$ cat src/design/rgb_to_hsl_adjust_defines.svh
// Assertion macros used by the top-level RTL file.
`ifndef RGB_TO_HSL_ADJUST_DEFINES_SVH
`define RGB_TO_HSL_ADJUST_DEFINES_SVH

// Condition must hold at every clock edge outside reset.
`define RTHSL_ASSERT_ALWAYS(lbl, cond, msg) \
  lbl: assert property (@(posedge clk) disable iff (!rst_n) (cond)) else $error(msg);

// Antecedent at one edge implies consequent at the next edge.
`define RTHSL_ASSERT_NEXT(lbl, ante, cons, msg) \
  lbl: assert property (@(posedge clk) disable iff (!rst_n) (ante) |=> (cons)) else $error(msg);

`endif

$ cat src/design/rthsl_pkg.sv
package rthsl_pkg;

  localparam int HUE_FRAC_BITS = 6;
  localparam int PCT_FRAC_BITS = 8;
  localparam int HUE_MAX       = 360 << HUE_FRAC_BITS;
  localparam int PCT_MAX       = 100 << PCT_FRAC_BITS;
  localparam int PCT_SCALE2    = 2 * PCT_MAX;

  localparam int PIX_W = 64;
  localparam int CH_W  = 16;
  localparam int NUM_W = 32;
  localparam int DEN_W = 18;
  localparam int QUO_W = 16;
  localparam int OUT_W = 15;
  localparam int OFS_W = 16;
  localparam int FMT_W = 3;
  localparam int CFG_ADDR_W = 2;

  localparam int FRONT_STAGES = 4;
  localparam int BACK_STAGES  = 1;

  typedef enum logic [FMT_W-1:0] {
    FMT_BGRA8  = 3'd0,
    FMT_BGRA16 = 3'd1,
    FMT_ARGB8  = 3'd2,
    FMT_ARGB16 = 3'd3,
    FMT_RGB10  = 3'd4
  } fmt_t;

  typedef enum logic [CFG_ADDR_W-1:0] {
    CFG_FORMAT     = 2'd0,
    CFG_HUE_OFS    = 2'd1,
    CFG_SAT_OFS    = 2'd2,
    CFG_LIGHT_OFS  = 2'd3
  } cfg_idx_t;

  typedef struct packed {
    logic [NUM_W-1:0] num;
    logic [DEN_W-1:0] den;
  } div_req_t;

  typedef struct packed {
    div_req_t hue;
    div_req_t sat;
    div_req_t light;
  } div_bundle_t;

  function automatic logic [CH_W-1:0] sat16(input logic [CH_W-1:0] v);
    logic [CH_W-1:0] lim;
    lim = CH_W'(32768);
    return (v > lim) ? lim : v;
  endfunction

endpackage

$ cat src/design/rthsl_front.sv
module rthsl_front (
  input  logic                                    clk,
  input  logic                                    en,
  input  logic [rthsl_pkg::FMT_W-1:0]             fmt,
  input  logic [rthsl_pkg::PIX_W-1:0]             pix,
  output rthsl_pkg::div_bundle_t                  req
);

  localparam logic [1:0] SEL_R = 2'd0;
  localparam logic [1:0] SEL_G = 2'd1;
  localparam logic [1:0] SEL_B = 2'd2;

  localparam int CW = rthsl_pkg::CH_W;
  localparam int TW = 27;

  // stage 1: unpack
  logic [CW-1:0] r1_r, g1_r, b1_r, fs1_r;
  logic [CW-1:0] r1_nxt, g1_nxt, b1_nxt, fs1_nxt;

  always_comb begin
    case (fmt)
      rthsl_pkg::FMT_BGRA16: begin
        b1_nxt = rthsl_pkg::sat16(pix[15:0]);
        g1_nxt = rthsl_pkg::sat16(pix[31:16]);
        r1_nxt = rthsl_pkg::sat16(pix[47:32]);
        fs1_nxt = CW'(32768);
      end
      rthsl_pkg::FMT_ARGB8: begin
        r1_nxt = CW'(pix[15:8]);
        g1_nxt = CW'(pix[23:16]);
        b1_nxt = CW'(pix[31:24]);
        fs1_nxt = CW'(255);
      end
      rthsl_pkg::FMT_ARGB16: begin
        r1_nxt = rthsl_pkg::sat16(pix[31:16]);
        g1_nxt = rthsl_pkg::sat16(pix[47:32]);
        b1_nxt = rthsl_pkg::sat16(pix[63:48]);
        fs1_nxt = CW'(32768);
      end
      rthsl_pkg::FMT_RGB10: begin
        b1_nxt = CW'(pix[11:2]);
        g1_nxt = CW'(pix[21:12]);
        r1_nxt = CW'(pix[31:22]);
        fs1_nxt = CW'(1024);
      end
      default: begin
        b1_nxt = CW'(pix[7:0]);
        g1_nxt = CW'(pix[15:8]);
        r1_nxt = CW'(pix[23:16]);
        fs1_nxt = CW'(255);
      end
    endcase
  end

  always_ff @(posedge clk) begin
    if (en) begin
      r1_r  <= r1_nxt;
      g1_r  <= g1_nxt;
      b1_r  <= b1_nxt;
      fs1_r <= fs1_nxt;
    end
  end

  // stage 2: max, min, hue difference
  logic [CW:0]   s2_r, s2_nxt;
  logic [CW-1:0] d2_r, d2_nxt, fs2_r;
  logic signed [CW:0] dif2_r, dif2_nxt;
  logic [1:0]    sel2_r, sel2_nxt;
  logic [CW-1:0] mx, mn;

  always_comb begin
    mx = r1_r;
    if (g1_r > mx) mx = g1_r;
    if (b1_r > mx) mx = b1_r;
    mn = r1_r;
    if (g1_r < mn) mn = g1_r;
    if (b1_r < mn) mn = b1_r;
    s2_nxt = {1'b0, mx} + {1'b0, mn};
    d2_nxt = mx - mn;
    if (r1_r == mx) begin
      sel2_nxt = SEL_R;
      dif2_nxt = $signed({1'b0, g1_r}) - $signed({1'b0, b1_r});
    end else if (g1_r == mx) begin
      sel2_nxt = SEL_G;
      dif2_nxt = $signed({1'b0, b1_r}) - $signed({1'b0, r1_r});
    end else begin
      sel2_nxt = SEL_B;
      dif2_nxt = $signed({1'b0, r1_r}) - $signed({1'b0, g1_r});
    end
  end

  always_ff @(posedge clk) begin
    if (en) begin
      s2_r   <= s2_nxt;
      d2_r   <= d2_nxt;
      dif2_r <= dif2_nxt;
      sel2_r <= sel2_nxt;
      fs2_r  <= fs1_r;
    end
  end

  // stage 3: hue numerator before scaling, saturation denominator
  logic [23:0]   t3_r, t3_nxt;
  logic [CW:0]   den3_r, den3_nxt, s3_r;
  logic [CW-1:0] d3_r, fs3_r;
  logic signed [TW-1:0] t_raw, dd, base;

  always_comb begin
    dd = $signed(TW'({1'b0, d2_r}));
    case (sel2_r)
      SEL_G:   base = dd * TW'(120);
      SEL_B:   base = dd * TW'(240);
      default: base = '0;
    endcase
    t_raw = TW'(dif2_r) * TW'(60) + base;
    if (t_raw < 0) t_raw = t_raw + dd * TW'(360);
    t3_nxt = t_raw[23:0];
    if (s2_r < {1'b0, fs2_r}) den3_nxt = s2_r;
    else                      den3_nxt = {fs2_r, 1'b0} - s2_r;
  end

  always_ff @(posedge clk) begin
    if (en) begin
      t3_r   <= t3_nxt;
      den3_r <= den3_nxt;
      s3_r   <= s2_r;
      d3_r   <= d2_r;
      fs3_r  <= fs2_r;
    end
  end

  // stage 4: rounded-division operands
  localparam int NW = rthsl_pkg::NUM_W;
  localparam int DW = rthsl_pkg::DEN_W;
  rthsl_pkg::div_bundle_t req_r, req_nxt;
  logic gray;

  always_comb begin
    gray = (d3_r == '0);
    req_nxt.light.num = NW'(s3_r) * NW'(rthsl_pkg::PCT_SCALE2) + NW'({fs3_r, 1'b0});
    req_nxt.light.den = DW'({fs3_r, 2'b00});
    if (gray) begin
      req_nxt.sat.num = '0;
      req_nxt.sat.den = DW'(2);
      req_nxt.hue.num = '0;
      req_nxt.hue.den = DW'(2);
    end else begin
      req_nxt.sat.num = NW'(d3_r) * NW'(rthsl_pkg::PCT_SCALE2) + NW'(den3_r);
      req_nxt.sat.den = DW'({den3_r, 1'b0});
      req_nxt.hue.num = NW'({t3_r, {(rthsl_pkg::HUE_FRAC_BITS + 1){1'b0}}}) + NW'(d3_r);
      req_nxt.hue.den = DW'({d3_r, 1'b0});
    end
  end

  always_ff @(posedge clk) begin
    if (en) req_r <= req_nxt;
  end

  assign req = req_r;

endmodule

$ cat config.mk
export PLATFORM = sky130hd
export DESIGN_NAME = rthsl_front
export DESIGN_NICKNAME = d
export VERILOG_FILES = /design/src/design/rgb_to_hsl_adjust_defines.svh /design/src/design/rthsl_pkg.sv /design/src/design/rthsl_front.sv
export SDC_FILE = /design/constraint.sdc
export NUM_CORES = 1
export LEC_CHECK = 0
export BUFFER_PORTS_ARGS = -buffer_cell sky130_fd_sc_hd__buf_2
export CORE_MARGIN = 8
export CORE_UTILIZATION = 30
export DETAILED_ROUTE_END_ITERATION = 7
export HOLD_SLACK_MARGIN = 0.03
export SLEW_MARGIN = 0
export SYNTH_ARGS = -nofsm -noshare
export SYNTH_HDL_FRONTEND = slang
export SYNTH_SLANG_ARGS = --single-unit
$ cat constraint.sdc
create_clock -name clk -period 6.75 [get_ports clk]
set_clock_uncertainty 0.15 [all_clocks]
set_input_delay 0.675 -clock clk [delete_from_list [all_inputs] [get_ports clk]]
set_output_delay 0.675 -clock clk [all_outputs]
set_load 0.02 [all_outputs]
==> results.json <==
{
  "port_buffers": 204,
  "crit_arrival_ps": 6860,
  "cpPeakStageDelay_ps": 520,
  "hold_viol_final": 0,
  "cts_buffers": 36,
  "rsz0062_at_grt": "yes",
  "rr_worst_depth": 26,
  "drc_errors": 0,
  "setup_viol": 0,
  "clock_path_buffers": 3,
  "fin_crit_sh": 0.993,
  "maxCapViolCount": 0,
  "io_pins": 219,
  "syn2layout_area_growth_pct": 19.3,
  "clk_latency_ps": 560,
  "grt_pass1_vias": 22900,
  "initial_core_util": 0.302,
  "synthFlopType": "edfxtp_1",
  "hold_depth": 0,
  "clk_pin_slew_worst_paths_ps": 60,
  "start_kind": "register",
  "synth_edf_count": 279,
  "grt_util_all_layers": 0.143,
  "dpl_worst_slack_ps": -255,
  "antenna_cells": 0,
  "fin_ws_ps": 48.3,
  "ys_types": 87,
  "status": "finished clean",
  "max_freq_mhz": 149,
  "grt_overflow": 0,
  "nets": 4085,
  "cp-end-kind": "register",
  "yosys_warnings": 0,
  "cts_sinks": 279,
  "slew_headroom": 0.320,
  "std_cell_rows": 114,
  "viasPerCell": 4.77,
  "drtAntennaViolNets": 0,
  "tightestPinTransition_ps": 1020,
  "hpwl_um": 65200,
  "grt_max_degree": 157,
  "drtIter0Drc": 1349,
  "htreeDepth": 2,
  "syn_area_mm2": 0.0291,
  "cp_slowest_cell": "or4_4",
  "synth_cells": 3099,
  "hold_class": "reg -> reg",
  "ys_seq_elements": 279,
  "antenna_found_initial": 0,
  "path_max_fanout": 3,
  "ys_seq_area_frac": 0.288,
  "avgSynthCellArea_um2": 9.37,
  "drtPass1Iterations": 5,
  "drt_wl_total_um": 79600,
  "die_w_um": 327,
  "cts_tree": "yes",
  "cts-hold-fix-buffers": 0,
  "period_needed_ps": 6700,
  "core_mm2": 0.0963,
  "fillers": 9759,
  "wl_per_cell_um": 16.6,
  "slew_violations": 0,
  "die-area_mm2": 0.107,
  "gp_congestion": 0.959,
  "cp.required_ps": 6910,
  "vias": 22900,
  "grt_pass1_wl_um": 124000,
  "root_buffer": "clkbuf_16",
  "die_h_um": 327,
  "async_reset_ff_frac": 0,
  "layout-drive-gt1-share": 0.185,
  "crit_type": "reg -> reg"
}
==> what timing repair did <==
| action | in CTS | in global routing |
|---|---|---|
| gates cloned | 0 | 0 |
| pin swaps | 18 | 52 |
| setup endpoints to repair | 4 | 15 |
| setup buffers | 5 | 13 |
| gates resized for setup | 20 | 89 |
==> critical path: cells and delay by family (launching register included) <==
kind | cells | cell delay (ps)
compound gates | 9 | 2260
xor+xnor | 3 | 450
mux | 1 | 90
flops | 1 | 400
simple gates | 2 | 580
fa+ha+maj | 6 | 1990
buf+inv | 5 | 530
==> registers in the layout (all words and copies together), names as in the netlist, 3 cells and up <==
| signal | flops |
|---|---|
| fs2_r | 3 |
| fs1_r | 3 |
| b1_r | 16 |
| s2_r | 17 |
| d3_r | 15 |
| t3_r | 22 |
| dif2_r | 17 |
| den3_r | 17 |
| req | 101 |
| fs3_r | 3 |
| s3_r | 16 |
| g1_r | 16 |
| d2_r | 15 |
| r1_r | 16 |
==> layout make-up <==
| class | count | area, µm² | area share |
|---|---|---|---|
| clock buffers | 39 | 912 | 0.0263 |
| flip-flops and latches | 279 | 8380 | 0.242 |
| multi-input cells | 2267 | 18800 | 0.543 |
| repair buffers | 453 | 2960 | 0.0853 |
| clock inverters | 26 | 272 | 0.00783 |
| inverters | 460 | 1730 | 0.0498 |
| well taps | 1276 | 1600 | 0.0461 |
==> synthesized netlist by cell type, types with 36 or more instances <==
master	n	area share
inv_1	460	0.059
nand3_1	46	0.0079
ha_1	402	0.17
a21o_1	49	0.013
nand2_1	149	0.019
fa_1	117	0.081
a21oi_1	247	0.043
nor2_1	267	0.034
clkbuf_1	40	0.0052
o21ai_0	104	0.018
nor3_1	57	0.0098
xnor2_1	181	0.055
mux2i_1	36	0.012
buf_4	51	0.013
xor2_1	87	0.026
nor2b_1	55	0.012
edfxtp_1	279	0.29
==> metrics by stage <==
step / hold WS (ps) / utilization / TNS [ps] / instances / instance area, µm²
2_1_floorplan: 250 / - / 0 / 3112 / 29100
3_3_place_gp: 251 / 0.342 / -272 / 4717 / 32900
3_5_place_dp: 255 / 0.342 / -552 / 4717 / 32900
4_1_cts: 271 / 0.355 / 0 / 4787 / 34200
5_1_grt: 285 / 0.360 / -353 / 4800 / 34700
6_report: 270 / 0.360 / 0 / 4800 / 34700
==> placed cells by master (no fill, tap or decap), types with 28 or more instances in the layout <==
master,instances
fa_1,116
buf_4,241
o21ai_0,88
nor3_1,53
nor2_1,263
ha_1,395
a21oi_1,224
inv_1,456
nand3_1,45
nor2b_1,54
o21bai_1,31
xor2_1,87
nand2b_1,28
nand2_1,146
clkbuf_16,36
mux2_2,28
buf_2,203
a21o_1,48
xnor2_1,176
mux2i_1,36
edfxtp_1,279
==> routing by layer <==
metal / share of wire / global-route usage / wire length [µm] / vias up
li1: - / - / - / 11600
met4: 0.041 / 0.0572 / 3280 / 0
met3: 0.051 / 0.0212 / 4070 / 163
met2: 0.46 / 0.241 / 36200 / 601
met1: 0.45 / 0.185 / 36000 / 10600
met5: 0 / 0 / 0 / -
==> cell families after synthesis <==
group / share of synthesized area
compound gates: 0.151
xor+xnor: 0.0827
fa+ha+maj: 0.254
buf+inv: 0.0806
flops: 0.288
mux: 0.0264
other cells: 0.000129
simple gates: 0.117
==> final timing paths <==
kind                         end           startpoint  slack (ps)
max           t3_r[22]$_DFFE_PP_  dif2_r[2]$_DFFE_PP_          50
max reg2reg   t3_r[22]$_DFFE_PP_  dif2_r[2]$_DFFE_PP_          50
min reg2reg  fs2_r[15]$_DFFE_PP_  fs1_r[15]$_DFFE_PP_         270
min          fs2_r[15]$_DFFE_PP_  fs1_r[15]$_DFFE_PP_         270
Power is left out: the tool's default activity adds up to more than one toggle a clock period on the data nets, which glitch-free logic cannot reach.
