===== config.mk =====
export PLATFORM = sky130hd
export DESIGN_NAME = rthsl_back
export DESIGN_NICKNAME = d
export VERILOG_FILES = /design/src/design/rgb_to_hsl_adjust_defines.svh /design/src/design/rthsl_pkg.sv /design/src/design/rthsl_back.sv
export SDC_FILE = /design/constraint.sdc
export NUM_CORES = 1
export LEC_CHECK = 0
export BUFFER_PORTS_ARGS = -buffer_cell sky130_fd_sc_hd__buf_4
export CAP_MARGIN = 10
export CORE_ASPECT_RATIO = 0.5
export CORE_MARGIN = 10
export CORE_UTILIZATION = 47
export CTS_CLUSTER_SIZE = 14
export DETAILED_ROUTE_END_ITERATION = 10
export GPL_TIMING_DRIVEN = 0
export PLACE_DENSITY = 0.74
export SLEW_MARGIN = 20
export SYNTH_ARGS = -nofsm -noshare
export SYNTH_HDL_FRONTEND = slang
export SYNTH_SLANG_ARGS = --single-unit

===== constraint.sdc =====
create_clock -name clk -period 3.5 [get_ports clk]
set_clock_uncertainty 0.15 [all_clocks]
set_input_delay 0.175 -clock clk [delete_from_list [all_inputs] [get_ports clk]]
set_output_delay 0.175 -clock clk [all_outputs]
set_load 0.02 [all_outputs]

===== src/design/rgb_to_hsl_adjust_defines.svh =====
// Assertion macros used by the top-level RTL file.
`ifndef RGB_TO_HSL_ADJUST_DEFINES_SVH
`define RGB_TO_HSL_ADJUST_DEFINES_SVH

// Condition must hold at every clock edge outside reset.
`define RTHSL_ASSERT_ALWAYS(lbl, cond, msg) \
  lbl: assert property (@(posedge clk) disable iff (!rst_n) (cond)) else $error(msg);

// Antecedent at one edge implies consequent at the next edge.
`define RTHSL_ASSERT_NEXT(lbl, ante, cons, msg) \
  lbl: assert property (@(posedge clk) disable iff (!rst_n) (ante) |=> (cons)) else $error(msg);

`endif


===== src/design/rthsl_pkg.sv =====
package rthsl_pkg;

  localparam int HUE_FRAC_BITS = 6;
  localparam int PCT_FRAC_BITS = 8;
  localparam int HUE_MAX       = 360 << HUE_FRAC_BITS;
  localparam int PCT_MAX       = 100 << PCT_FRAC_BITS;
  localparam int PCT_SCALE2    = 2 * PCT_MAX;

  localparam int PIX_W = 64;
  localparam int CH_W  = 16;
  localparam int NUM_W = 32;
  localparam int DEN_W = 18;
  localparam int QUO_W = 16;
  localparam int OUT_W = 15;
  localparam int OFS_W = 16;
  localparam int FMT_W = 3;
  localparam int CFG_ADDR_W = 2;

  localparam int FRONT_STAGES = 4;
  localparam int BACK_STAGES  = 1;

  typedef enum logic [FMT_W-1:0] {
    FMT_BGRA8  = 3'd0,
    FMT_BGRA16 = 3'd1,
    FMT_ARGB8  = 3'd2,
    FMT_ARGB16 = 3'd3,
    FMT_RGB10  = 3'd4
  } fmt_t;

  typedef enum logic [CFG_ADDR_W-1:0] {
    CFG_FORMAT     = 2'd0,
    CFG_HUE_OFS    = 2'd1,
    CFG_SAT_OFS    = 2'd2,
    CFG_LIGHT_OFS  = 2'd3
  } cfg_idx_t;

  typedef struct packed {
    logic [NUM_W-1:0] num;
    logic [DEN_W-1:0] den;
  } div_req_t;

  typedef struct packed {
    div_req_t hue;
    div_req_t sat;
    div_req_t light;
  } div_bundle_t;

  function automatic logic [CH_W-1:0] sat16(input logic [CH_W-1:0] v);
    logic [CH_W-1:0] lim;
    lim = CH_W'(32768);
    return (v > lim) ? lim : v;
  endfunction

endpackage


===== src/design/rthsl_back.sv =====
module rthsl_back (
  input  logic                                  clk,
  input  logic                                  en,
  input  logic [rthsl_pkg::QUO_W-1:0]           hue_raw,
  input  logic [rthsl_pkg::QUO_W-1:0]           sat_raw,
  input  logic [rthsl_pkg::QUO_W-1:0]           light_raw,
  input  logic signed [rthsl_pkg::OFS_W-1:0]    hue_ofs,
  input  logic signed [rthsl_pkg::OFS_W-1:0]    sat_ofs,
  input  logic signed [rthsl_pkg::OFS_W-1:0]    light_ofs,
  output logic [rthsl_pkg::OUT_W-1:0]           hue,
  output logic [rthsl_pkg::OUT_W-1:0]           saturation,
  output logic [rthsl_pkg::OUT_W-1:0]           lightness
);

  localparam int SW = rthsl_pkg::QUO_W + 2;
  localparam int OW = rthsl_pkg::OUT_W;

  function automatic logic [OW-1:0] adj(input logic [rthsl_pkg::QUO_W-1:0] raw,
                                        input logic signed [rthsl_pkg::OFS_W-1:0] ofs,
                                        input int hi);
    logic signed [SW-1:0] sum;
    sum = $signed({2'b00, raw}) + SW'(ofs);
    if (sum < 0)                   return '0;
    else if (sum > SW'(hi))        return OW'(hi);
    else                           return sum[OW-1:0];
  endfunction

  logic [OW-1:0] hue_r, sat_r, light_r;

  always_ff @(posedge clk) begin
    if (en) begin
      hue_r   <= adj(hue_raw, hue_ofs, rthsl_pkg::HUE_MAX);
      sat_r   <= adj(sat_raw, sat_ofs, rthsl_pkg::PCT_MAX);
      light_r <= adj(light_raw, light_ofs, rthsl_pkg::PCT_MAX);
    end
  end

  assign hue        = hue_r;
  assign saturation = sat_r;
  assign lightness  = light_r;

endmodule

==> metrics.txt, run 1 <==
critical path cell sequence buf_4 > ha_1 > inv_1 > fa_1 > nand2b_1 > a211oi_1 > o21ba_2 > mux2i_1 > nand2_1 > or3_1 > o211ai_1 > buf_2 > nor3b_1; post-synth top area share 29.32%; ys async rst share 0%; Crit. End Element flop; Final HPWL DP 10670 um; IO buf count 142; max-cap violation count 0; Hold Crit Class in -> reg; Hold Path Origin sat_ofs[0]; outcome complete, no violations; Total Wirelength 13160 um; top_reg_cell synth edfxtp_1; fin crit period 3.246 ns; largest cells by area after synthesis edfxtp_1, ha_1, a21oi_1; Clock Pin Slew Worst Setup and Hold Paths 0.07 ns; CTS root buf clkbuf_16; share of cells above drive strength 1 25.79%; initial antenna violation count 0; DRT Pass-1 Iters 5; # fillers 869; Min-Delay Endpoint saturation[0]; RSZ-0062 raised after global routing no; Ys Warns 0; row count 25; slowest stage delay, CP 0.46 ns; die width 160.1 um; P_leak 2.619 nW; initial DRC count 219; die span in y 90.03 um; crit start category primary input; Setup Viol. Count Final 0; slew margin rel. 47.17%; Final ANT Viol Nets 0; Total GRT Usage 17.22%; Avg Inst Size Synth 8.985 um^2; min setup slack post-route 0.2545 ns; Inserted Diodes 0; final hold viol count 0; max-slew violations 0; CTS resizes 0; Slowest-stage cell, CP a211oi_1; worst-margin pin slew 0.7876 ns; Post-CTS Repair Setup Buffers 0; clk sinks 45; DRC violations left 0; worst path bufs/invs 3; htree depth 2; Cells after Synth 513; vias in the first global route 4413; P&R area growth vs syn 29.75%; Initial Utilization 48.47%; hold depth 4; syn nets 665; arrival time worst endpoint 3.11 ns; Post-synth EDFFs 45; average wire per standard cell 16.49 um; Max clock buf depth 2; most area-hungry cell type in the Yosys netlist edfxtp_1; data required time at the worst endpoint 3.36 ns; cell family with most CP delay compound AO/OA/AOI/OAI gates; vias after detailed routing 4448; global-route wire length before repair 21360 um; post-synthesis sequential area ratio 29.32%; Setup WS pre-CTS 0.04556 ns; # IOs 143; Core Area 9509 um^2; Cell variety after synth 64; hold buffers post-CTS 0; Fmax 308.1 MHz; FF+latch count, synth 45; Max VDD drop 0.1608 mV; vias per cell 5.574; setup TNS 0 ns; final worst-path cycle share 92.73%; largest net degree at the start of global routing 46; Final nets 814; Crit Path Class in -> reg; Final GP Congestion 0.8948; CTS buffer count 5; die area 14410 um^2; global-route congestion overflow total 0; PD cells 352.4 nW/um^2; crit-path max FO 10; synthesized area 4609 um^2; CTS tree done
==> stage by stage <==
step                      total power [mW]  std cells  hold WS (ns)  util (%)  cell area (um^2)
after floorplan                      1.318        513        0.1375         -              4609
after global placement               1.622        790        0.4570     61.46              5844
after detailed placement             1.637        790        0.4569     61.46              5844
after CTS                            2.116        798        0.1765     62.89              5981
after global routing                 2.242        798        0.1815     62.89              5981
final                                2.108        798        0.1755     62.89              5981
==> state kept, by name, indices dropped and copies added (netlist names) <==
name / cells
hue: 15
lightness: 15
saturation: 15
==> routing by layer <==
metal	share of wire, %	track usage [%]	vias up
li1	-	-	2277
met1	46	21.12	2052
met2	48	30.80	113
met3	4.9	2.912	6
met4	0.90	3.951	0
met5	0	0	-
==> final cells by class <==
| type | count | area (um^2) | area share, % |
|---|---|---|---|
| timing repair buffer | 142 | 1066 | 17.82 |
| sequential | 45 | 1351 | 22.59 |
| buffer | 12 | 57.56 | 0.9623 |
| inverter | 27 | 101.3 | 1.695 |
| clock buffer | 8 | 136.4 | 2.280 |
| tap | 135 | 168.9 | 2.824 |
| multi-input combinational | 429 | 3099 | 51.82 |
==> power breakdown <==
group / switching [mW] / leakage [nW] / internal, mW / total [mW]
clock network: 0.210 / 0.0652 / 0.267 / 0.477
registers: 0.0171 / 0.431 / 0.665 / 0.683
logic: 0.538 / 2.12 / 0.410 / 0.948
==> cell families after synthesis <==
logic type	after synthesis	synth area share (%)
flip-flops	45	29.32
AO/OA/AOI/OAI	170	26.25
multiplexers	4	0.8687
buffers and inverters	39	3.448
adder cells (fa/ha/maj)	54	15.15
XOR/XNOR	29	5.510
AND/OR/NAND/NOR	172	19.46
==> synthesized netlist by cell type, types with 4 or more instances <==
library cell   n
a211o_1        4
xnor2_1       13
a21oi_1       44
nor2_1        46
a211oi_1      11
or3_1          4
nor4_1         4
ha_1          51
nand2b_1       7
inv_1         27
or2_2          4
nand2_1       26
and2_1         7
edfxtp_1      45
xor2_1        16
nand3_1       11
o21ai_0       25
o221ai_1       4
mux2i_1        4
nor3b_1        9
nor3_1        29
nand4_1        8
a31oi_1        6
o211ai_1       5
buf_2          4
clkbuf_1       7
o21a_1        12
o21bai_1       7
a21o_1        18
==> worst max path at each step <==
| stage | start | end | depth (start not counted) |
|---|---|---|---|
| floorplan | hue_raw[0] | hue[0] | 12 |
| global placement | hue_raw[0] | hue[4] | 13 |
| detailed placement | hue_raw[0] | hue[4] | 13 |
| CTS | hue_raw[0] | hue[4] | 13 |
| global route | hue_raw[0] | hue[4] | 13 |
| finish | hue_raw[0] | hue[4] | 13 |
==> placed cells by master (no fill, tap or decap), drive strengths merged, types with 4 or more instances in the layout <==
cell type	instances
a211o	4
a211oi	12
a21o	18
a21oi	44
a31oi	6
and2	7
and3	4
buf	147
clkbuf	15
edfxtp	45
ha	51
inv	27
mux2i	4
nand2	26
nand2b	7
nand3	11
nand4	8
nor2	46
nor3	29
nor3b	9
nor4	5
o211ai	6
o21a	12
o21ai	26
o21bai	7
o221ai	4
or2	5
or3	4
xnor2	13
xor2	16
Power figures use the tool's default switching activity.
==> inputs of run 2 (changes only) <==
==> constraint.sdc (replaced) <==
create_clock -name clk -period 3.1 [get_ports clk]
set_clock_uncertainty 0.15 [all_clocks]
set_input_delay 0.155 -clock clk [delete_from_list [all_inputs] [get_ports clk]]
set_output_delay 0.155 -clock clk [all_outputs]
set_load 0.02 [all_outputs]
==> run 2 against run 1 <==
Count of clock-buffer cells in the layout unchanged. Sequential power increased by 13%. Non-clock buffer count increased by 9. Clock power increased by 14%. Largest power group unchanged. Largest cell class unchanged. Die area unchanged. Final cell count increased by 1.1%. Critical path depth decreased by 1. Via count increased by 1.9%. Sequential share of layout area decreased by 0.53 points. Power increased by 16%. Worst hold slack got worse by 0.023 ns. Final area increased by 2.4%.
==> metrics.txt, run 2 (synthesis results as in run 1) <==
initial DRC count 257; Final ANT Viol Nets 0; Final HPWL DP 10670 um; Clock Pin Slew Worst Setup and Hold Paths 0.07 ns; Initial Utilization 48.47%; commonest cells after routing, fill and taps aside buf_4, ha_1, nor2_1, edfxtp_1, a21oi_1; DP Area 5844 um^2; vias after detailed routing 4533; Setup Viol. Count Final 0; row count 25; die area 14410 um^2; slew margin rel. 57.65%; largest net degree at the start of global routing 46; PD cells 397.9 nW/um^2; Max VDD drop 0.1881 mV; CTS buffer count 5; # IOs 143; Hold Crit Class in -> reg; global-route wire length before repair 21370 um; data required time at the worst endpoint 3.05 ns; IO buf count 142; final hold viol count 0; die width 160.1 um; vias per cell 5.617; Final nets 823; post-layout power 2.437 mW; Max clock buf depth 2; die span in y 90.03 um; global-route congestion overflow total 0; arrival time worst endpoint 2.99 ns; Hold WS 0.1525 ns; initial antenna violation count 0; critical path cell sequence buf_4 > ha_1 > fa_1 > a21o_1 > a221oi_4 > a2111oi_2 > nor4_2 > and2_1 > mux2i_1 > o31a_1 > buf_6 > nor4_1; worst-margin pin slew 0.6285 ns; hold buffers post-CTS 0; P&R area growth vs syn 32.84%; Setup WS pre-CTS -0.3344 ns; max-cap violation count 0; DRC violations left 0; average wire per standard cell 16.53 um; crit-path max FO 10; Crit Path Class in -> reg; P_leak 2.686 nW; met1 usage 21.12%; Core Area 9509 um^2; clk sinks 45; Crit. End Element flop; CTS tree done; max-slew violations 0; Non-Filler Instances 807; share of cells above drive strength 1 28.13%; Total Wirelength 13340 um; DRT Pass-1 Iters 4; htree depth 2; GRT busiest layer met2; min setup slack post-route 0.05991 ns; cell count after placement 790; slowest stage delay, CP 0.42 ns; crit start category primary input; CTS root buf clkbuf_16; Slowest-stage cell, CP fa_1; commonest non-fill, non-tap cell in the layout buf_4; Inserted Diodes 0; M2 GR Usage 30.84%; Finished Cell Area 6123 um^2; met3 usage 2.912%; vias in the first global route 4415; Fmax 328.9 MHz; # fillers 853; Final GP Congestion 0.8948; fin crit period 3.040 ns; Total GRT Usage 17.23%; final worst-path cycle share 98.07%; outcome complete, no violations
## run 2: where the power goes
part	total, mW	switching [mW]	internal, mW
combinational	1.12	0.631	0.492
sequential	0.770	0.0193	0.751
clock	0.543	0.241	0.301
total	2.44	0.892	1.54
## run 2: worst paths after layout
kind                         start             to  slack (ns)  cells past startpoint
worst max-delay path  light_raw[0]  lightness[11]        0.06                     12
worst min-delay path    sat_ofs[0]  saturation[0]        0.15                      4
## run 2: critical path, delay by kind of cell
family                   cells  cell delay [ns]
AO/OA/AOI/OAI                4             1.12
AND/OR/NAND/NOR              3             0.72
adder cells (fa/ha/maj)      2             0.65
buffers and inverters        2             0.28
multiplexers                 1             0.06
## run 2: layout make-up
class                           instances  area, um^2  area share, %
Timing Repair Buffer                  151        1131          18.47
Buffer                                 12       60.06         0.9808
Tap cell                              135       168.9          2.758
Inverter                               27       101.3          1.655
Multi-Input combinational cell        429        3174          51.84
Clock buffer                            8       136.4          2.227
Sequential cell                        45        1351          22.07
## run 2: per-layer routing
metal | routed length, um | share of wire [%]
met4 | 134 | 1.0
met5 | 0 | 0
met2 | 6536 | 49
met1 | 5994 | 45
met3 | 672 | 5.0
## run 2: timing repair
action / in CTS / in global routing
endpoints found under the setup margin: 10 / 31
resized for setup: 1 / 14
setup buffers: 0 / 8
gates cloned: 0 / 1
pin swaps: 0 / 6
## run 2: stage by stage
stage	util [%]	setup TNS [ns]
final	64.39	0
after global routing	64.39	-0.09856
after CTS	62.95	0
after detailed placement	61.46	-7.079
after global placement	61.46	-5.675
after floorplan	-	0
