===== src/design/rgb_to_hsl_adjust_defines.svh =====
// Assertion macros used by the top-level RTL file.
`ifndef RGB_TO_HSL_ADJUST_DEFINES_SVH
`define RGB_TO_HSL_ADJUST_DEFINES_SVH

// Condition must hold at every clock edge outside reset.
`define RTHSL_ASSERT_ALWAYS(lbl, cond, msg) \
  lbl: assert property (@(posedge clk) disable iff (!rst_n) (cond)) else $error(msg);

// Antecedent at one edge implies consequent at the next edge.
`define RTHSL_ASSERT_NEXT(lbl, ante, cons, msg) \
  lbl: assert property (@(posedge clk) disable iff (!rst_n) (ante) |=> (cons)) else $error(msg);

`endif


===== src/design/rthsl_pkg.sv =====
package rthsl_pkg;

  localparam int HUE_FRAC_BITS = 6;
  localparam int PCT_FRAC_BITS = 8;
  localparam int HUE_MAX       = 360 << HUE_FRAC_BITS;
  localparam int PCT_MAX       = 100 << PCT_FRAC_BITS;
  localparam int PCT_SCALE2    = 2 * PCT_MAX;

  localparam int PIX_W = 64;
  localparam int CH_W  = 16;
  localparam int NUM_W = 32;
  localparam int DEN_W = 18;
  localparam int QUO_W = 16;
  localparam int OUT_W = 15;
  localparam int OFS_W = 16;
  localparam int FMT_W = 3;
  localparam int CFG_ADDR_W = 2;

  localparam int FRONT_STAGES = 4;
  localparam int BACK_STAGES  = 1;

  typedef enum logic [FMT_W-1:0] {
    FMT_BGRA8  = 3'd0,
    FMT_BGRA16 = 3'd1,
    FMT_ARGB8  = 3'd2,
    FMT_ARGB16 = 3'd3,
    FMT_RGB10  = 3'd4
  } fmt_t;

  typedef enum logic [CFG_ADDR_W-1:0] {
    CFG_FORMAT     = 2'd0,
    CFG_HUE_OFS    = 2'd1,
    CFG_SAT_OFS    = 2'd2,
    CFG_LIGHT_OFS  = 2'd3
  } cfg_idx_t;

  typedef struct packed {
    logic [NUM_W-1:0] num;
    logic [DEN_W-1:0] den;
  } div_req_t;

  typedef struct packed {
    div_req_t hue;
    div_req_t sat;
    div_req_t light;
  } div_bundle_t;

  function automatic logic [CH_W-1:0] sat16(input logic [CH_W-1:0] v);
    logic [CH_W-1:0] lim;
    lim = CH_W'(32768);
    return (v > lim) ? lim : v;
  endfunction

endpackage


===== src/design/rthsl_div.sv =====
module rthsl_div (
  input  logic                          clk,
  input  logic                          en,
  input  rthsl_pkg::div_req_t           req,
  output logic [rthsl_pkg::QUO_W-1:0]   quot
);

  localparam int NW = rthsl_pkg::NUM_W;
  localparam int DW = rthsl_pkg::DEN_W;
  localparam int QW = rthsl_pkg::QUO_W;
  localparam int XW = NW + QW;

  logic [NW-1:0] rem_r [QW];
  logic [DW-1:0] den_r [QW];
  logic [QW-1:0] q_r   [QW];

  // one quotient bit per stage, most significant first
  for (genvar k = 0; k < QW; k++) begin : g_stage
    logic [NW-1:0] rem_in, rem_nxt;
    logic [DW-1:0] den_in;
    logic [QW-1:0] q_in, q_nxt;
    logic [XW-1:0] dsh;

    if (k == 0) begin : g_first
      assign rem_in = req.num;
      assign den_in = req.den;
      assign q_in   = '0;
    end else begin : g_rest
      assign rem_in = rem_r[k-1];
      assign den_in = den_r[k-1];
      assign q_in   = q_r[k-1];
    end

    always_comb begin
      dsh = XW'(den_in) << (QW - 1 - k);
      if (XW'(rem_in) >= dsh) begin
        rem_nxt = rem_in - NW'(dsh);
        q_nxt   = q_in | (QW'(1) << (QW - 1 - k));
      end else begin
        rem_nxt = rem_in;
        q_nxt   = q_in;
      end
    end

    always_ff @(posedge clk) begin
      if (en) begin
        rem_r[k] <= rem_nxt;
        den_r[k] <= den_in;
        q_r[k]   <= q_nxt;
      end
    end
  end

  assign quot = q_r[QW-1];

endmodule


===== config.mk =====
export PLATFORM = sky130hd
export DESIGN_NAME = rthsl_div
export DESIGN_NICKNAME = d
export VERILOG_FILES = /design/src/design/rgb_to_hsl_adjust_defines.svh /design/src/design/rthsl_pkg.sv /design/src/design/rthsl_div.sv
export SDC_FILE = /design/constraint.sdc
export NUM_CORES = 1
export LEC_CHECK = 0
export BUFFER_PORTS_ARGS = -buffer_cell sky130_fd_sc_hd__buf_2
export CORE_ASPECT_RATIO = 0.6
export CORE_MARGIN = 1
export CORE_UTILIZATION = 45
export DETAILED_ROUTE_END_ITERATION = 10
export PLACE_DENSITY_LB_ADDON = 0.3
export SYNTH_ARGS = -nofsm -noshare
export SYNTH_HDL_FRONTEND = slang
export SYNTH_SLANG_ARGS = --single-unit

===== constraint.sdc =====
create_clock -name clk -period 3.1 [get_ports clk]
set_input_delay 0.31 -clock clk [delete_from_list [all_inputs] [get_ports clk]]
set_output_delay 0.31 -clock clk [all_outputs]
set_load 0.02 [all_outputs]

==> flow_metrics.tcl, run 1 <==
set metrics [dict create \
    run_status "finished, violations left" \
    failed_checks "setup timing" \
    drt-vias-per-instance 5.61 \
    p_per_area_nw_per_um2 879 \
    postSynthCellCount 3906 \
    nFillCells 8263 \
    layout.cells.most_common_list "sky130_fd_sc_hd__edfxtp_1, sky130_fd_sc_hd__buf_4, sky130_fd_sc_hd__inv_1" \
    power.leakage_nw 22.7 \
    grt_max_degree 121 \
    yosysWarningCount 0 \
    worst-setup-path-type "reg2reg" \
    synth_top_cell_by_area "sky130_fd_sc_hd__edfxtp_1" \
    hold_viol_final 0 \
    final_net_count 4870 \
    timing.hold.ws_ps 51.6 \
    cap_violations 0 \
    number_of_buffers_added_on_ports 67 \
    path_delay_family "simple AND/OR/NAND/NOR gates" \
    yosys.area.top_type_share 0.573 \
    holdCritPathClass "in2reg" \
    cp-end-kind "register" \
    synthTopCellsByArea "sky130_fd_sc_hd__edfxtp_1, sky130_fd_sc_hd__ha_1, sky130_fd_sc_hd__a21oi_1, sky130_fd_sc_hd__inv_1, sky130_fd_sc_hd__xnor2_1" \
    post_synthesis_average_cell_area_sq_um 11.9 \
    first_global_vias 30700 \
    die_area_sq_um 105000 \
    drt_wl_total_um 118000 \
    worst_setup_path_start_kind "register" \
    cts_root_buf "sky130_fd_sc_hd__clkbuf_16" \
    async_flop_share 0 \
    post-route-drc-count 0 \
    cts.htree.levels 3 \
    initialDrtViolationCount 3864 \
    grt_first_pass_wirelength_um 178000 \
    yosys.area_share.xor_xnor 0.0545 \
    cp_common_cell "sky130_fd_sc_hd__or3_4" \
    synth-compound-area-share 0.125 \
    synth-edff-count 886 \
    number_of_distinct_library_cells_after_synthesis 78 \
    worst-endpoint-required_ps 3510 \
    detail_route.first_pass.iterations 5 \
    timing.clock.skew_ps 62.9 \
    timing.final.max_slew_violations 0 \
    worst_skew_pair.late_latency_ps 720 \
    cts-buffers-inserted 86 \
    fp-row-count 90 \
    layout-drive-gt1-share 0.225 \
    synth_simple_gate_area_frac 0.103 \
    crit_path_max_fanout 6 \
    gr-total-overflow 0 \
    postLayoutSetupSlackWorst_ps -172 \
    synthToLayoutAreaGrowth_pct 23.3 \
    mappedNetlistArea_sq_um 46500 \
    gpl.final_weighted_congestion 0.924 \
    cts.sink_count 886 \
    setup_viol_count_final 21 \
    max_freq_mhz 306 \
    synth.ff_latch_count 886 \
    dominantRegCellSynth "sky130_fd_sc_hd__edfxtp_1" \
    place_hpwl_um 84300 \
    share_of_the_core_filled_with_cells_in_the_final_layout 0.565 \
    worst_slew_pin_slew_ps 823 \
    antenna_found_initial 4 \
    layout_commonest_cell "sky130_fd_sc_hd__edfxtp_1" \
    slew-limit-headroom 0.443 \
    critPathSlowestCell "sky130_fd_sc_hd__or4_4" \
    initial_core_util 0.458 \
    placement.setup.worst_slack_ps -481 \
    grt_setup_unrepaired "true" \
    cp_data_arrival_time_ps 3680 \
    synth-seq-area-share 0.573 \
    synth_mux_area_frac 0.0236 \
    num_vias 33300 \
    cts_tree "done" \
    final_period_utilization 1.06 \
    grtUsageTotal 0.217 \
    synth_fp_nets 4260 \
    chipWidth_um 417 \
    fp.dieH_um 251 \
    layout_min_cycle_time_ps 3270 \
    routed_wire_length_per_instance_um 20.0 \
    max_vdd_drop_uv 470 \
    cp_cell_sequence "or3_4, or3_4, or4_4, or4_4, or3_4, nor2_4, buf_6, buf_6, a211oi_2, xor2_1" \
    critical_path.max_stage_delay_ps 500 \
    num_io_pins 68 \
    core-area_sq_um 101000 \
    synth_adder_area_share 0.0838 \
    dominant_combinational_cell_family_by_area_after_synthesis "compound AO/OA/AOI/OAI gates" \
    ant_nets 0 \
    clkSlewWorstSetupHoldPaths_ps 60 \
    worstPathBufferInverterCount 2 \
    clockBufferDepth 3 \
]
flip-flops by register name (all words and copies together), names as in the netlist:
| signal | count |
|---|---|
| q_r | 136 |
| rem_r | 480 |
| den_r | 270 |
repair_timing:
item	4_1_cts	5_1_grt
buffers inserted	24	51
hold buffers	48	1
endpoints found under the hold margin	48	1
resized for setup	103	276
endpoints found under the setup margin	182	260
pin swaps	26	125
cloned	3	9
report_power, final:
group,total (mW),switching (mW),internal [mW]
combinational,21.4,11.6,9.82
clock,10.7,4.78,5.89
sequential,18.3,1.56,16.7
total,50.4,17.9,32.4
through the flow:
step / cell area, sq um / std cells / total power [mW] / setup TNS [ps]
6_report: 57300 / 5926 / 50.4 / -1740
3_3_place_gp: 51500 / 5636 / 36.7 / -13440
5_1_grt: 57300 / 5925 / 53.1 / -5670
4_1_cts: 55600 / 5871 / 48.6 / -655
2_1_floorplan: 46500 / 3906 / 30.2 / 0
3_5_place_dp: 51500 / 5636 / 37.2 / -20690
synth_stat cells (32+ instances only):
cell	number
sky130_fd_sc_hd__a21oi_1	284
sky130_fd_sc_hd__xor2_1	132
sky130_fd_sc_hd__nor2_1	227
sky130_fd_sc_hd__nor4_1	37
sky130_fd_sc_hd__o31ai_1	33
sky130_fd_sc_hd__inv_1	374
sky130_fd_sc_hd__nand2_1	240
sky130_fd_sc_hd__nand4_1	53
sky130_fd_sc_hd__a211oi_1	38
sky130_fd_sc_hd__and3_1	32
sky130_fd_sc_hd__o21ai_0	226
sky130_fd_sc_hd__clkbuf_1	61
sky130_fd_sc_hd__or3_1	40
sky130_fd_sc_hd__nor2b_1	37
sky130_fd_sc_hd__o21a_1	46
sky130_fd_sc_hd__ha_1	287
sky130_fd_sc_hd__xnor2_1	157
sky130_fd_sc_hd__edfxtp_1	886
sky130_fd_sc_hd__a21o_1	104
sky130_fd_sc_hd__nand3_1	56
sky130_fd_sc_hd__nand2b_1	42
sky130_fd_sc_hd__nor3_1	76
sky130_fd_sc_hd__mux2_2	87
final timing paths:
check / depth (start not counted) / start / end / slack, ps
worst max register to register: 10 / rem_r[1][90]$_DFFE_PP_ / rem_r[1][119]$_DFFE_PP_ / -170
worst min-delay path: 3 / req[35] / rem_r[0][17]$_DFFE_PP_ / 50
worst max-delay path: 10 / rem_r[1][90]$_DFFE_PP_ / rem_r[1][119]$_DFFE_PP_ / -170
worst min register to register: 0 / q_r[4][12]$_DFFE_PP_ / q_r[4][28]$_DFFE_PP_ / 420
cells by family (layout without fill, tap and decap cells):
kind of cell / Yosys count / in the layout
AO/OA/AOI/OAI: 926 / 926
XOR/XNOR: 289 / 289
adder cells (fa/ha/maj): 302 / 302
buffers and inverters: 452 / 1134
flip-flops: 886 / 886
multiplexers: 98 / 98
other: 0 / 4
AND/OR/NAND/NOR: 953 / 953
layer usage:
metal  share of wire  track usage  wire length [um]  vias up
li1                -            -                 -    15800
met1            0.53        0.380             62300    16100
met5         0.00076      0.00641                90        -
met2            0.34        0.248             40500     1335
met3            0.12       0.0664             14100      102
met4           0.011       0.0337              1280        2
layout make-up:
cell class | instances | area [sq um] | area share
flip-flops and latches | 886 | 26600 | 0.465
multi-input cells | 2568 | 19800 | 0.345
repair buffers | 597 | 4990 | 0.0872
clock buffers | 107 | 2250 | 0.0393
well taps | 1334 | 1670 | 0.0291
inverters | 377 | 1420 | 0.0247
clock inverters | 53 | 567 | 0.00990
diodes | 4 | 10.0 | 0.000175
worst register-to-register path: cells and delay by family, from the launching register on:
family	cells	cell delay (ps)
compound gates	1	30
xor+xnor	1	150
buf+inv	2	270
flops	1	380
simple gates	6	2190
Note: power is estimated with default switching activity, not from simulation.
==> run 2, diff against run 1 <==
--- a/config.mk
+++ b/config.mk
@@ -9,6 +9,7 @@
 export CORE_ASPECT_RATIO = 0.6
 export CORE_MARGIN = 1
 export CORE_UTILIZATION = 45
+export CTS_BUF_LIST = sky130_fd_sc_hd__clkbuf_4 sky130_fd_sc_hd__clkbuf_8
 export DETAILED_ROUTE_END_ITERATION = 10
 export PLACE_DENSITY_LB_ADDON = 0.3
 export SYNTH_ARGS = -nofsm -noshare
==> run 2 against run 1 <==
  * The flow still finishes with violations (setup timing)
  * Maximum frequency up 1.7%
  * Hold slack gained 140 ps
  * Sequential share of layout area is 0.24 points higher
  * Via count grew 0.42%
  * First-iteration DRC count is 2.8% lower
  * Global-route usage is 0.16 points higher
  * Clock power fell by 8%
  * Clock skew shrank 12 ps
  * Setup slack better by 54 ps
  * Flip-flop and latch count unchanged
  * Die area stayed put
  * Critical path depth stayed put
  * Critical path type unchanged
  * Critical endpoint unchanged
  * Largest cell class unchanged
==> flow_metrics.tcl, run 2 (synthesis results as in run 1) <==
set metrics [dict create \
    run_status "finished, violations left" \
    failed_checks "setup timing" \
    fin_total_pwr_mw 49.5 \
    power.leakage_nw 22.7 \
    antenna_found_initial 4 \
    switchingPower_mw 18.0 \
    share_seq_of_total_power 0.370 \
    layout-drive-gt1-share 0.238 \
    fp-row-count 90 \
    timing.clock.skew_ps 51.4 \
    chipWidth_um 417 \
    max_freq_mhz 311 \
    initialDrtViolationCount 3757 \
    final_net_count 4921 \
    crit-reg2reg-launch "rem_r[1][89]$_DFFE_PP_" \
    cp_data_arrival_time_ps 3780 \
    drt_wl_total_um 118000 \
    gpl.final_weighted_congestion 0.924 \
    layout_min_cycle_time_ps 3220 \
    worst_skew_pair.late_latency_ps 850 \
    power.switching_fraction 0.363 \
    power_report.internal_total_mw 31.5 \
    postLayoutSetupSlackWorst_ps -117 \
    core-area_sq_um 101000 \
    timing.critical_path.depth 10 \
    stdcell_count 6007 \
    grtUsageTotal 0.219 \
    registers.top_by_ff_count "rem_r" \
    worst_slew_pin_slew_ps 1130 \
    cts.sink_count 886 \
    endpoint "rem_r[1][119]$_DFFE_PP_" \
    drt-vias-per-instance 5.56 \
    number_of_buffers_added_on_ports 67 \
    worst_setup_path_start_kind "register" \
    worstPathBufferInverterCount 2 \
    slew-limit-headroom 0.241 \
    largest_register_ffs 480 \
    gr-total-overflow 0 \
    cp_common_cell "sky130_fd_sc_hd__or3_4" \
    cts.htree.levels 4 \
    setup.reg_to_reg.worst_slack_ps -120 \
    fp.dieH_um 251 \
    synthToLayoutAreaGrowth_pct 22.6 \
    num_vias 33400 \
    die_area_sq_um 105000 \
    tns_ps -983 \
    cts-buffers-inserted 140 \
    worst-endpoint-required_ps 3670 \
    initial_core_util 0.458 \
    critical_path.max_stage_delay_ps 440 \
    worstSetupStartpoint "rem_r[1][89]$_DFFE_PP_" \
    grt_setup_unrepaired "true" \
    place_hpwl_um 84300 \
    cp_cell_sequence "or3_4, or3_4, or4_4, or4_4, or3_4, nor2_4, buf_6, buf_6, a211oi_2, xor2_1" \
    holdCritPathClass "in2reg" \
    cts_root_buf "sky130_fd_sc_hd__clkbuf_8" \
    crit_path_max_fanout 6 \
    setup_viol_count_final 12 \
    share_clk_of_total_power 0.199 \
    worst-r2r-cell-count 10 \
    grt_first_pass_wirelength_um 179000 \
    cp-end-kind "register" \
    num_io_pins 68 \
    clockBufferDepth 3 \
    layout_commonest_cell "sky130_fd_sc_hd__edfxtp_1" \
    critPathSlowestCell "sky130_fd_sc_hd__or4_4" \
    final_period_utilization 1.04 \
    max_vdd_drop_uv 535 \
    nFillCells 8328 \
    p_per_area_nw_per_um2 868 \
    worst-setup-path-type "reg2reg" \
    layout_top_registers "rem_r (480), den_r (270), q_r (136)" \
    first_global_vias 31200 \
    cap_violations 0 \
    power_frac_comb 0.432 \
    share_of_the_core_filled_with_cells_in_the_final_layout 0.562 \
    placedCellCount 5636 \
    hold_viol_final 0 \
    clkSlewWorstSetupHoldPaths_ps 70 \
    layout.cells.most_common_list "sky130_fd_sc_hd__edfxtp_1, sky130_fd_sc_hd__buf_4, sky130_fd_sc_hd__inv_1" \
    hold_start "req[7]" \
    timing.final.max_slew_violations 0 \
    grt_max_degree 121 \
    ant_nets 0 \
    detail_route.first_pass.iterations 6 \
    routed_wire_length_per_instance_um 19.6 \
    cts_tree "done" \
    rr_endpoint "rem_r[1][119]$_DFFE_PP_" \
    path_delay_family "simple AND/OR/NAND/NOR gates" \
    post-route-drc-count 0 \
]
run 2: worst min path at each step:
stage                        endpoint  slack [ps]  depth (start not counted)
2_1_floorplan    q_r[0][31]$_DFFE_PP_         400                          0
3_3_place_gp     q_r[4][10]$_DFFE_PP_         400                          0
3_5_place_dp     q_r[4][10]$_DFFE_PP_         400                          0
4_1_cts         den_r[0][2]$_DFFE_PP_         110                          2
5_1_grt        den_r[0][12]$_DFFE_PP_         160                          2
6_report        den_r[0][7]$_DFFE_PP_         190                          2
run 2: timing repair:
action / CTS / global route
pin swaps: 32 / 115
endpoints found under the setup margin: 161 / 256
resized for setup: 107 / 272
buffers inserted: 22 / 46
endpoints found under the hold margin: 65 / 0
cloned: 3 / 7
hold buffers: 51 / 0
run 2: routing by layer:
metal  up-vias  global-route usage  wire [um]
met5         -                   0          0
met4         0              0.0495       1240
met3       107              0.0706      13500
met2      1339               0.248      40600
met1     16100               0.377      62600
li1      15900                   -          -
run 2: layout make-up:
| class | count | area, sq um | area share |
|---|---|---|---|
| Sequential cell | 886 | 26600 | 0.467 |
| Antenna cell | 1 | 2.50 | 0.0000439 |
| Tap cell | 1334 | 1670 | 0.0293 |
| Multi-Input combinational cell | 2568 | 19700 | 0.346 |
| Clock inverter | 63 | 409 | 0.00718 |
| Inverter | 377 | 1420 | 0.0249 |
| Timing Repair Buffer | 594 | 4910 | 0.0862 |
| Clock buffer | 184 | 2270 | 0.0398 |
run 2: metrics by stage:
step | setup slack (ps) | hold slack (ps) | instance area (sq um)
floorplan | 11.4 | 400 | 46500
global placement | -383 | 401 | 51500
detailed placement | -481 | 405 | 51500
CTS | -96.3 | 106 | 55400
global route | -225 | 161 | 57000
finish | -117 | 188 | 57000
run 2: power groups by stage:
| stage | clock network, mW | logic, mW | registers (mW) |
|---|---|---|---|
| 3_3_place_gp | 0 | 18.3 | 18.4 |
| 2_1_floorplan | 0 | 12.3 | 17.9 |
| 4_1_cts | 10.1 | 19.5 | 18.2 |
| 5_1_grt | 10.6 | 23.2 | 18.6 |
| 3_5_place_dp | 0 | 18.8 | 18.4 |
| 6_report | 9.84 | 21.3 | 18.3 |
